==> src/sv/blr_pkg.sv <==
`default_nettype none

package blr_pkg;

    // fixed widths of the word fields
    localparam int unsigned BOX_COORD_W = 12;
    localparam int unsigned CLASS_W     = 8;

    typedef struct packed {
        logic [BOX_COORD_W-1:0] box_x;
        logic [BOX_COORD_W-1:0] box_y;
        logic [BOX_COORD_W-1:0] box_width;
        logic [BOX_COORD_W-1:0] box_height;
        logic [CLASS_W-1:0]     class_id;
        logic                   last_box;
    } t_box_in;

    typedef struct packed {
        logic [BOX_COORD_W-1:0] out_x;
        logic [BOX_COORD_W-1:0] out_y;
        logic [BOX_COORD_W-1:0] out_width;
        logic [BOX_COORD_W-1:0] out_height;
        logic [CLASS_W-1:0]     out_class;
        logic                   out_last;
        logic                   overflowed;
    } t_box_out;

    // controller to datapath
    typedef struct packed {
        logic ins;  // input word taken: insert or drop
        logic pop;  // output word taken: shift store down by one
    } t_cmd;

    // datapath to controller
    typedef struct packed {
        logic one;  // exactly one entry left in the store
    } t_status;

endpackage

`default_nettype wire

==> src/sv/blr_ctrl.sv <==
`default_nettype none

module blr_ctrl (
    input  wire logic            i_clk,
    input  wire logic            i_rst_n,
    input  wire logic            i_in_valid,
    input  wire logic            i_in_last,
    input  wire logic            i_out_ready,
    input  blr_pkg::t_status     i_status,
    output logic                 o_in_ready,
    output logic                 o_out_valid,
    output blr_pkg::t_cmd        o_cmd
);

    typedef enum logic [1:0] {
        S_COLLECT = 2'b01,
        S_DRAIN   = 2'b10
    } t_state;

    t_state r_state;
    t_state n_state;

    assign o_in_ready  = (r_state == S_COLLECT);
    assign o_out_valid = (r_state == S_DRAIN);
    assign o_cmd.ins   = i_in_valid && o_in_ready;
    assign o_cmd.pop   = o_out_valid && i_out_ready;

    always_comb begin
        n_state = r_state;
        unique case (r_state)
            S_COLLECT: begin
                if (o_cmd.ins && i_in_last) begin
                    n_state = S_DRAIN;
                end
            end
            S_DRAIN: begin
                if (o_cmd.pop && i_status.one) begin
                    n_state = S_COLLECT;
                end
            end
            default: begin
                n_state = S_COLLECT;
            end
        endcase
    end

    always_ff @(posedge i_clk) begin
        if (!i_rst_n) begin
            r_state <= S_COLLECT;
        end else begin
            r_state <= n_state;
        end
    end

endmodule

`default_nettype wire

==> config.mk <==
export PLATFORM = sky130hd
export DESIGN_NAME = blr_ctrl
export DESIGN_NICKNAME = d
export VERILOG_FILES = /design/src/sv/blr_pkg.sv /design/src/sv/blr_ctrl.sv
export SDC_FILE = /design/constraint.sdc
export NUM_CORES = 1
export LEC_CHECK = 0
export BUFFER_PORTS_ARGS = -buffer_cell sky130_fd_sc_hd__buf_2
export CAP_MARGIN = 20
export CORE_AREA = 2 2 39 41
export DETAILED_ROUTE_END_ITERATION = 7
export DIE_AREA = 0 0 41 43
export GPL_TIMING_DRIVEN = 0
export PLACE_DENSITY_LB_ADDON = 0.25
export SLEW_MARGIN = 10
export SYNTH_ARGS = -nofsm -noshare
export SYNTH_HDL_FRONTEND = slang
export SYNTH_SLANG_ARGS = --single-unit
export TNS_END_PERCENT = 5
==> constraint.sdc <==
create_clock -name i_clk -period 1.3 [get_ports i_clk]
set_input_delay 0.13 -clock i_clk [delete_from_list [all_inputs] [get_ports i_clk]]
set_output_delay 0.13 -clock i_clk [all_outputs]
set_load 0.01 [all_outputs]
==> results by group, run 1 <==
Synth
  – Post-Syn Area: 105.1 um2
  – Post-Syn Instances: 10
  – Sequential element share of the synthesized area: 0.3810
  – Yosys cell types: 6
  – Flops & latches, synth: 2
  – Syn_nets: 16
  – Mean Syn Cell Area: 10.51 um2
  – Syn. warnings: 0

Power
  – Leak: 0.09618 nW
  – Pwr per Cell Area: 1221 nW/um2
  – Power, Total: 0.0002352 W
  – Worst vdd ir: 294.4 uV

STA
  – Slew Limit Fails: 0
  – Period utilization: 0.8870
  – Relative slew slack: 0.9098
  – Setup Viol. Count Final: 0
  – F_max: 0.8672 GHz
  – Final Hold Viols: 0
  – Min Tclk post-route: 1153 ps
  – Hold Worst Slack: 80.83 ps
  – RSZ-0062 raised after global routing: false
  – Fin Setup TNS: 0 ps
  – Slew @ Worst Pin: 135.1 ps
  – Clock skew: 2.834 ps

Worst hold path
  – Hold Path Class: primary input to register

Status
  – Outcome: complete, no violations

Setup path
  – CP startpoint kind: register
  – CP cell instances: nor2b_4 -> and2_2 -> buf_2
  – WP buf/inv: 1
  – Crit. End Element: output pin
  – WP data required: 1170 ps
  – Critical path's largest stage delay: 360 ps
  – CP max-delay cell: dfxtp_1
  – Critical path peak fanout: 3
  – Critical path class: register to output pin
  – Cell family with most CP delay: flip-flops
  – Worst Path Arrival: 1020 ps

Cells and area
  – Max reg flops: 2
  – Antenna Cells: 0
  – Layout Utilization: 0.1392
  – Nets@finish: 30
  – Reg with most FFs: r_state
  – Regs by FF count: r_state x2
  – Syn-to-layout area delta: 83.33%
  – Fin cells: 38
  – FILL cells: 155
  – Layout cells sized above 1: 0.6818

Routing
  – DRC violations left: 0
  – Total Wirelength: 306 um
  – DR WL/cell: 8.053 um
  – Routed Antenna Nets: 0
  – DR vias: 114
  – TritonRoute pass-1 iters: 2
  – Via-per-instance ratio: 3.000
  – Iter 0 DRT Violations: 2

Clocking
  – Clock-pin slew on the worst setup and hold paths: 30 ps
  – # clock sinks: 2
  – Longest Clk Path Bufs: 2
  – CTS Hold Bufs: 0
  – CTS Buf Count: 3
  – TritonCTS clock tree: built
  – CTS resizes: 0
  – H-tree lvl count: 1
  – Clock Latency Late Sink: 220 ps
  – Post-CTS Setup Inserts: 0
  – Root buf cell: clkbuf_4

Global routing
  – Largest net degree at the start of global routing: 4
  – Initial antenna violation count: 0
  – First-pass GRT wire length: 524 um
  – Final global-route overflow total: 0
  – Vias in the first global route: 137
  – GRT Util Overall: 0.05210

Floorplanning
  – Die Width: 41 um
  – IO Count: 10
  – # rows: 14
  – Initial Util: 0.07595
  – Core ar.: 1384 um2
  – Die area: 1763 um2
  – Die H: 43 um

Placed design
  – RePlAce Congestion: 0.5457
  – Placed cells: 35
  – Port bufs: 9

Job
  – Max_cap viols: 0
[logic make-up (layout without fill, tap and decap cells)]
group / after synthesis / in the layout / synth area share
flops: 2 / 2 / 0.3810
compound gates: 1 / 1 / 0.09524
buf+inv: 0 / 12 / 0
simple gates: 7 / 7 / 0.5239
[worst register-to-register path, stage by stage (launching register included)]
cell and delay [ps]:
dfxtp_1 320, nor2b_4 140, a32o_1 260, and2_1 150
[cell usage after synthesis]
library cell  number  area [um2]
and2_1             2       12.51
dfxtp_1            2       40.04
nand2_1            2       7.510
nor2b_4            2       27.53
a32o_1             1       10.01
and2_2             1       7.510
[per-stage QoR]
| stage | area (um2) | worst slack [ps] |
|---|---|---|
| after global routing | 192.7 | 82.25 |
| after floorplan | 105.1 | 338.6 |
| after global placement | 170.2 | 341.7 |
| after detailed placement | 170.2 | 330.3 |
| after CTS | 192.7 | 135.5 |
| final | 192.7 | 146.8 |
[path summary, 6_finish.rpt]
kind	startpoint	cells after the start	to	slack, ps
min reg2reg	r_state[0]$_SDFFE_PN1P_	3	r_state[0]$_SDFFE_PN1P_	690
max	r_state[0]$_SDFFE_PN1P_	3	o_cmd[1]	150
min	i_rst_n	2	r_state[0]$_SDFFE_PN1P_	80
max reg2reg	r_state[0]$_SDFFE_PN1P_	3	r_state[1]$_SDFFE_PN0P_	330
[where the power goes]
group | leakage [nW] | switching, W | internal [W] | total (W)
Sequential | 0.0164 | 0.00000277 | 0.0000647 | 0.0000675
Clock | 0.0138 | 0.0000356 | 0.000102 | 0.000137
Combinational | 0.0660 | 0.0000126 | 0.0000176 | 0.0000303
Total | 0.0962 | 0.0000510 | 0.000184 | 0.000235
[layout make-up]
cell class,instances,area [um2],share of cell area
tap,16,20.02,0.1039
multi-input combinational,8,65.06,0.3377
timing repair buffer,9,45.04,0.2338
sequential,2,40.04,0.2078
clock buffer,3,22.52,0.1169
[metal layers]
metal	track usage	vias up	part of all wire
li1	-	58	-
met1	0.06390	46	0.50
met2	0.04063	10	0.32
met3	0.05236	0	0.17
met4	0.06000	0	0
met5	0	-	0
[cells in the final DEF (no fill, tap or decap)]
cell type / synthesis / final
buf_2: 0 / 9
and2_2: 1 / 1
a32o_1: 1 / 1
nor2b_4: 2 / 2
and2_1: 2 / 2
dfxtp_1: 2 / 2
nand2_1: 2 / 2
clkbuf_4: 0 / 3
Note: power is estimated with default switching activity, not from simulation.
==> run 2, diff against run 1 <==
CORE_AREA = 8 8 45 47   (was 2 2 39 41)
DIE_AREA = 0 0 53 55   (was 0 0 41 43)
==> results by group, run 2 (same netlist as run 1, synthesis figures left out) <==
Routing
  – DR WL/cell: 10.08 um (was 8.053 um)
  – TritonRoute pass-1 iters: 1 (was 2)
  – Iter 0 DRT Violations: 0 (was 2)
  – Total Wirelength: 383 um (was 306 um)
  – Routed Antenna Nets: 0 (unchanged)
  – DRC violations left: 0 (unchanged)
  – Via-per-instance ratio: 2.921 (was 3.000)
  – DR vias: 111 (was 114)

Setup path
  – Cell family with most CP delay: flip-flops (unchanged)
  – CP startpoint kind: register (unchanged)
  – Critical path's largest stage delay: 360 ps (about the same)
  – Crit. End Element: output pin (unchanged)
  – Worst reg-to-reg setup slack: 310 ps (was 330 ps)
  – WP data required: 1170 ps (about the same)
  – R2R depth: 3 (unchanged)
  – CP max-delay cell: dfxtp_1 (unchanged)
  – Worst Path Arrival: 1030 ps (was 1020 ps)
  – Critical path peak fanout: 3 (unchanged)
  – CP cell instances: nor2b_4 -> and2_2 -> buf_2 (unchanged)
  – WP buf/inv: 1 (unchanged)
  – Reg2reg end: r_state[1]$_SDFFE_PN0P_ (unchanged)
  – Crit path launch: r_state[0]$_SDFFE_PN1P_ (unchanged)
  – Critical path class: register to output pin (unchanged)
  – CP endpoint: o_cmd[1] (unchanged)
  – RR Startpoint: r_state[0]$_SDFFE_PN1P_ (unchanged)
  – Critical Path Stages: 3 (unchanged)

Clocking
  – Longest Clk Path Bufs: 2 (unchanged)
  – TritonCTS clock tree: built (unchanged)
  – H-tree lvl count: 1 (unchanged)
  – CTS resizes: 0 (unchanged)
  – Root buf cell: clkbuf_4 (unchanged)
  – # clock sinks: 2 (unchanged)
  – CTS Buf Count: 3 (unchanged)
  – Clock Latency Late Sink: 220 ps (about the same)
  – Post-CTS Setup Inserts: 0 (unchanged)
  – CTS Hold Bufs: 0 (unchanged)
  – Clock-pin slew on the worst setup and hold paths: 30 ps (about the same)

Global routing
  – Initial antenna violation count: 0 (unchanged)
  – GRT Util Overall: 0.03164 (was 0.05210)
  – First-pass GRT wire length: 552 um (was 524 um)
  – Final global-route overflow total: 0 (unchanged)
  – Largest net degree at the start of global routing: 4 (unchanged)
  – Vias in the first global route: 142 (was 137)

Cells and area
  – FILL cells: 167 (was 155)
  – Most common cell after layout, fill and taps aside: buf_2 (unchanged)
  – Antenna Cells: 0 (unchanged)
  – Syn-to-layout area delta: 83.33% (unchanged)
  – Post-route cell area: 192.7 um2 (unchanged)
  – Most frequent cells in the layout: buf_2, clkbuf_4 (unchanged)
  – Max reg flops: 2 (unchanged)
  – Fin cells: 38 (unchanged)
  – Nets@finish: 30 (unchanged)
  – Layout cells sized above 1: 0.6818 (unchanged)
  – Reg with most FFs: r_state (unchanged)
  – Regs by FF count: r_state x2 (unchanged)

STA
  – F_max: 0.8626 GHz (was 0.8672 GHz)
  – Period utilization: 0.8917 (was 0.8870)
  – Hold Worst Slack: 77.21 ps (was 80.83 ps)
  – Final Hold Viols: 0 (unchanged)
  – Clock skew: 0.3000 ps (was 2.834 ps)
  – Slew Limit Fails: 0 (unchanged)
  – RSZ-0062 raised after global routing: false (unchanged)
  – Min Tclk post-route: 1159 ps (was 1153 ps)
  – Fin Setup TNS: 0 ps (unchanged)
  – Relative slew slack: 0.9094 (was 0.9098)
  – Setup Viol. Count Final: 0 (unchanged)
  – Slew @ Worst Pin: 135.8 ps (was 135.1 ps)

Placed design
  – Port bufs: 9 (unchanged)
  – Placed Instance Area: 170.2 um2 (unchanged)
  – Placed cells: 35 (unchanged)
  – RePlAce Congestion: 0.6019 (was 0.5457)

Power
  – Power, Total: 0.0002358 W (was 0.0002352 W)
  – Pwr per Cell Area: 1224 nW/um2 (was 1221 nW/um2)
  – Leak: 0.09618 nW (unchanged)
  – Worst vdd ir: 368.0 uV (was 294.4 uV)

Floorplanning
  – Die area: 2915 um2 (was 1763 um2)
  – Die H: 55 um (was 43 um)
  – Core ar.: 1384 um2 (unchanged)
  – Die Width: 53 um (was 41 um)
  – # rows: 14 (unchanged)
  – IO Count: 10 (unchanged)
  – Initial Util: 0.07595 (unchanged)

Worst hold path
  – Hold Path Class: primary input to register (unchanged)

Status
  – Outcome: complete, no violations (unchanged)

Job
  – Max_cap viols: 0 (unchanged)
[run 2: cell counts in the layout (fill, tap and decap cells not counted)]
No cell type changed its count.
[run 2: layer usage]
metal | share of wire | track usage | vias to the layer above
met3 | 0.27 | 0.02941 | 0
met4 | 0 | 0.05172 | 0
met1 | 0.37 | 0.02421 | 45
met5 | 0 | 0 | -
li1 | - | - | 57
met2 | 0.36 | 0.03711 | 9
[run 2: cell type report]
type                            instances  area [um2]  area share
Multi-Input combinational cell          8       65.06      0.3377
Timing Repair Buffer                    9       45.04      0.2338
Sequential cell                         2       40.04      0.2078
Clock buffer                            3       22.52      0.1169
Tap cell                               16       20.02      0.1039
[run 2: worst min-delay path by stage]
stage / cells past startpoint / slack (ps) / from / endpoint
floorplan: 1 / 190 / i_rst_n / r_state[0]$_SDFFE_PN1P_
global placement: 2 / 300 / i_rst_n / r_state[0]$_SDFFE_PN1P_
detailed placement: 2 / 310 / i_rst_n / r_state[0]$_SDFFE_PN1P_
CTS: 2 / 60 / i_rst_n / r_state[0]$_SDFFE_PN1P_
global route: 2 / 80 / i_rst_n / r_state[0]$_SDFFE_PN1P_
finish: 2 / 80 / i_rst_n / r_state[0]$_SDFFE_PN1P_
[run 2: worst reg2reg max path, stage by stage (launching register included)]
cell and delay, ps:
dfxtp_1 320, nor2b_4 140, a32o_1 270, and2_1 150
[run 2: per-stage QoR]
stage | setup slack (ps) | utilization
global route | 75.54 | 0.1392
finish | 140.8 | 0.1392
global placement | 342.2 | 0.1230
floorplan | 338.6 | -
CTS | 121.6 | 0.1392
detailed placement | 310.5 | 0.1230
[run 2: where the power goes]
| group | total (W) | internal [W] | switching [W] |
|---|---|---|---|
| clock | 0.000138 | 0.000102 | 0.0000361 |
| combinational | 0.0000303 | 0.0000177 | 0.0000126 |
| sequential | 0.0000676 | 0.0000647 | 0.00000286 |
==> run 3, diff against run 2 <==
ABC_AREA = 1   (was default)
CTS_BUF_LIST = sky130_fd_sc_hd__clkbuf_4 sky130_fd_sc_hd__clkbuf_8   (was default)
==> results by group, run 3 <==
Global routing
  – GRT Util Overall: 0.03166 (was 0.03164)
  – Final global-route overflow total: 0 (unchanged)
  – Vias in the first global route: 146 (was 142)
  – Initial antenna violation count: 0 (unchanged)
  – First-pass GRT wire length: 579 um (was 552 um)
  – Largest net degree at the start of global routing: 5 (was 4)

Synth
  – Most numerous cell in the Yosys netlist: nand2_1
  – Flops & latches, synth: 2 (unchanged)
  – Commonest cells post-synth: nand2_1, inv_1, dfxtp_1 (was and2_1, dfxtp_1, nand2_1, nor2b_4)
  – Post-synth top flop: dfxtp_1 (unchanged)
  – Yosys top cell area share: 0.3478 (was 0.3810)
  – Sequential element share of the synthesized area: 0.3478 (was 0.3810)
  – Syn_nets: 24 (was 16)
  – Mean Syn Cell Area: 6.395 um2 (was 10.51 um2)
  – Post-Syn Area: 115.1 um2 (was 105.1 um2)
  – Yosys cell types: 10 (was 6)
  – Syn. warnings: 0 (unchanged)
  – Post-Syn Instances: 18 (was 10)
  – Synth async-reset ratio: 0 (unchanged)
  – Cell taking the most area after synthesis: dfxtp_1 (unchanged)
  – Post-synth EDFFs: 0 (unchanged)
  – Largest cells by area after synthesis: dfxtp_1, nand2_1, inv_1 (was dfxtp_1, nor2b_4, and2_1)

Setup path
  – Crit. End Element: output pin (unchanged)
  – Cell family with most CP delay: flip-flops (unchanged)
  – Crit path launch: r_state[0]$_SDFFE_PN1P_ (unchanged)
  – CP cell instances: inv_2 -> nor3b_1 -> buf_2 (was nor2b_4 -> and2_2 -> buf_2)
  – WP buf/inv: 2 (was 1)
  – WP data required: 1170 ps (about the same)
  – RR Startpoint: r_state[1]$_SDFFE_PN0P_ (was r_state[0]$_SDFFE_PN1P_)
  – CP max-delay cell: dfxtp_1 (unchanged)
  – Critical path peak fanout: 4 (was 3)
  – Critical path's largest stage delay: 310 ps (was 360 ps)
  – CP startpoint kind: register (unchanged)
  – Worst Path Arrival: 920 ps (was 1030 ps)
  – Critical path class: register to output pin (unchanged)

STA
  – Period utilization: 0.8066 (was 0.8917)
  – Setup Viol. Count Final: 0 (unchanged)
  – Clock skew: 1.022 ps (was 0.3000 ps)
  – Fin Setup TNS: 0 ps (unchanged)
  – RSZ-0062 raised after global routing: false (unchanged)
  – Slew @ Worst Pin: 164.4 ps (was 135.8 ps)
  – F_max: 0.9537 GHz (was 0.8626 GHz)
  – Relative slew slack: 0.8901 (was 0.9094)
  – Slew Limit Fails: 0 (unchanged)
  – Hold Worst Slack: 84.97 ps (was 77.21 ps)
  – Min Tclk post-route: 1049 ps (was 1159 ps)
  – Final Hold Viols: 0 (unchanged)

Cells and area
  – Layout Utilization: 0.1465 (was 0.1392)
  – Nets@finish: 38 (was 30)
  – Fin cells: 46 (was 38)
  – Max reg flops: 2 (unchanged)
  – Syn-to-layout area delta: 76.09% (was 83.33%)
  – Regs by FF count: r_state x2 (unchanged)
  – Layout cells sized above 1: 0.5333 (was 0.6818)
  – Antenna Cells: 0 (unchanged)
  – Most frequent cells in the layout: buf_2, nand2_1, inv_1, clkbuf_4, dfxtp_1 (was buf_2, clkbuf_4)
  – Reg with most FFs: r_state (unchanged)
  – Most common cell after layout, fill and taps aside: buf_2 (unchanged)
  – FILL cells: 174 (was 167)

Worst hold path
  – Hold wc startpoint: i_rst_n (unchanged)
  – Hold Path Class: primary input to register (unchanged)

Clocking
  – CTS Hold Bufs: 0 (unchanged)
  – CTS Buf Count: 3 (unchanged)
  – Longest Clk Path Bufs: 2 (unchanged)
  – Clock-pin slew on the worst setup and hold paths: 30 ps (about the same)
  – CTS resizes: 0 (unchanged)
  – Post-CTS Setup Inserts: 0 (unchanged)
  – # clock sinks: 2 (unchanged)
  – Clock Latency Late Sink: 220 ps (about the same)
  – H-tree lvl count: 1 (unchanged)
  – Root buf cell: clkbuf_4 (unchanged)
  – TritonCTS clock tree: built (unchanged)

Floorplanning
  – Die area: 2915 um2 (unchanged)
  – Die Width: 53 um (unchanged)
  – IO Count: 10 (unchanged)
  – Core ar.: 1384 um2 (unchanged)
  – Die H: 55 um (unchanged)
  – # rows: 14 (unchanged)
  – Initial Util: 0.08318 (was 0.07595)

Power
  – Reg power frac: 0.283 (was 0.287)
  – Net Sw Frac: 0.2311 (was 0.2185)
  – Leak: 0.1259 nW (was 0.09618 nW)
  – Power, Total: 0.0002361 W (was 0.0002358 W)
  – Clock power share: 0.585 (about the same)
  – Pwr per Cell Area: 1165 nW/um2 (was 1224 nW/um2)
  – Worst vdd ir: 320.8 uV (was 368.0 uV)
  – Net Switching: 0.00005456 W (was 0.00005151 W)
  – Pint: 0.0001816 W (was 0.0001843 W)
  – Gate power share: 0.133 (was 0.128)

Routing
  – DR vias: 141 (was 111)
  – Total Wirelength: 362 um (was 383 um)
  – DRC violations left: 0 (unchanged)
  – Routed Antenna Nets: 0 (unchanged)
  – Iter 0 DRT Violations: 2 (was 0)
  – Via-per-instance ratio: 3.065 (was 2.921)
  – DR WL/cell: 7.870 um (was 10.08 um)
  – TritonRoute pass-1 iters: 2 (was 1)

Status
  – Outcome: complete, no violations (unchanged)

Placed design
  – RePlAce Congestion: 0.6389 (was 0.6019)
  – Placed cells: 43 (was 35)
  – Port bufs: 9 (unchanged)

Job
  – Max_cap viols: 0 (unchanged)
[run 3: cell count changes after synthesis, moves of 2 or more]
cell     previous run  this run
and2_1              2         0
inv_1               0         4
nor2b_4             2         0
nand2_1             2         5
[run 3: final timing paths]
check / endpoint / slack, ps / cells past startpoint
worst max-delay path: o_cmd[1] / 250 / 3
worst max register to register: r_state[0]$_SDFFE_PN1P_ / 560 / 4
worst min register to register: r_state[1]$_SDFFE_PN0P_ / 560 / 2
worst min-delay path: r_state[0]$_SDFFE_PN1P_ / 80 / 2
[run 3: area by class of cell]
type | instances | area, um2 | area share
sequential | 2 | 40.04 | 0.1975
tap | 16 | 20.02 | 0.09877
multi-input combinational | 11 | 56.30 | 0.2778
timing repair buffer | 9 | 45.04 | 0.2222
inverter | 5 | 18.77 | 0.09259
clock buffer | 3 | 22.52 | 0.1111
[run 3: cells by family after synthesis]
logic type	count (synthesis)	synth area share
compound gates	1	0.07610
buf+inv	5	0.1630
simple gates	10	0.4131
flops	2	0.3478
[run 3: layer usage]
layer / routed length [um] / track usage / vias to the layer above
li1: - / - / 78
met2: 141 / 0.03906 / 7
met4: 0 / 0.02586 / 0
met3: 88 / 0.04545 / 0
met1: 132 / 0.02273 / 56
met5: 0 / 0 / -
[run 3: power by group through the flow]
stage | Sequential [W] | Combinational, W | Clock (W)
CTS | 0.0000668 | 0.0000322 | 0.000146
global route | 0.0000670 | 0.0000355 | 0.000151
detailed placement | 0.0000676 | 0.0000319 | 0
finish | 0.0000667 | 0.0000314 | 0.000138
global placement | 0.0000675 | 0.0000320 | 0
floorplan | 0.0000672 | 0.0000167 | 0
[run 3: metrics by stage]
stage	instance area, um2	setup slack [ps]
final	202.7	251.5
after detailed placement	180.2	476.6
after floorplan	115.1	508.8
after global placement	180.2	480.0
after global routing	202.7	188.2
after CTS	202.7	227.0
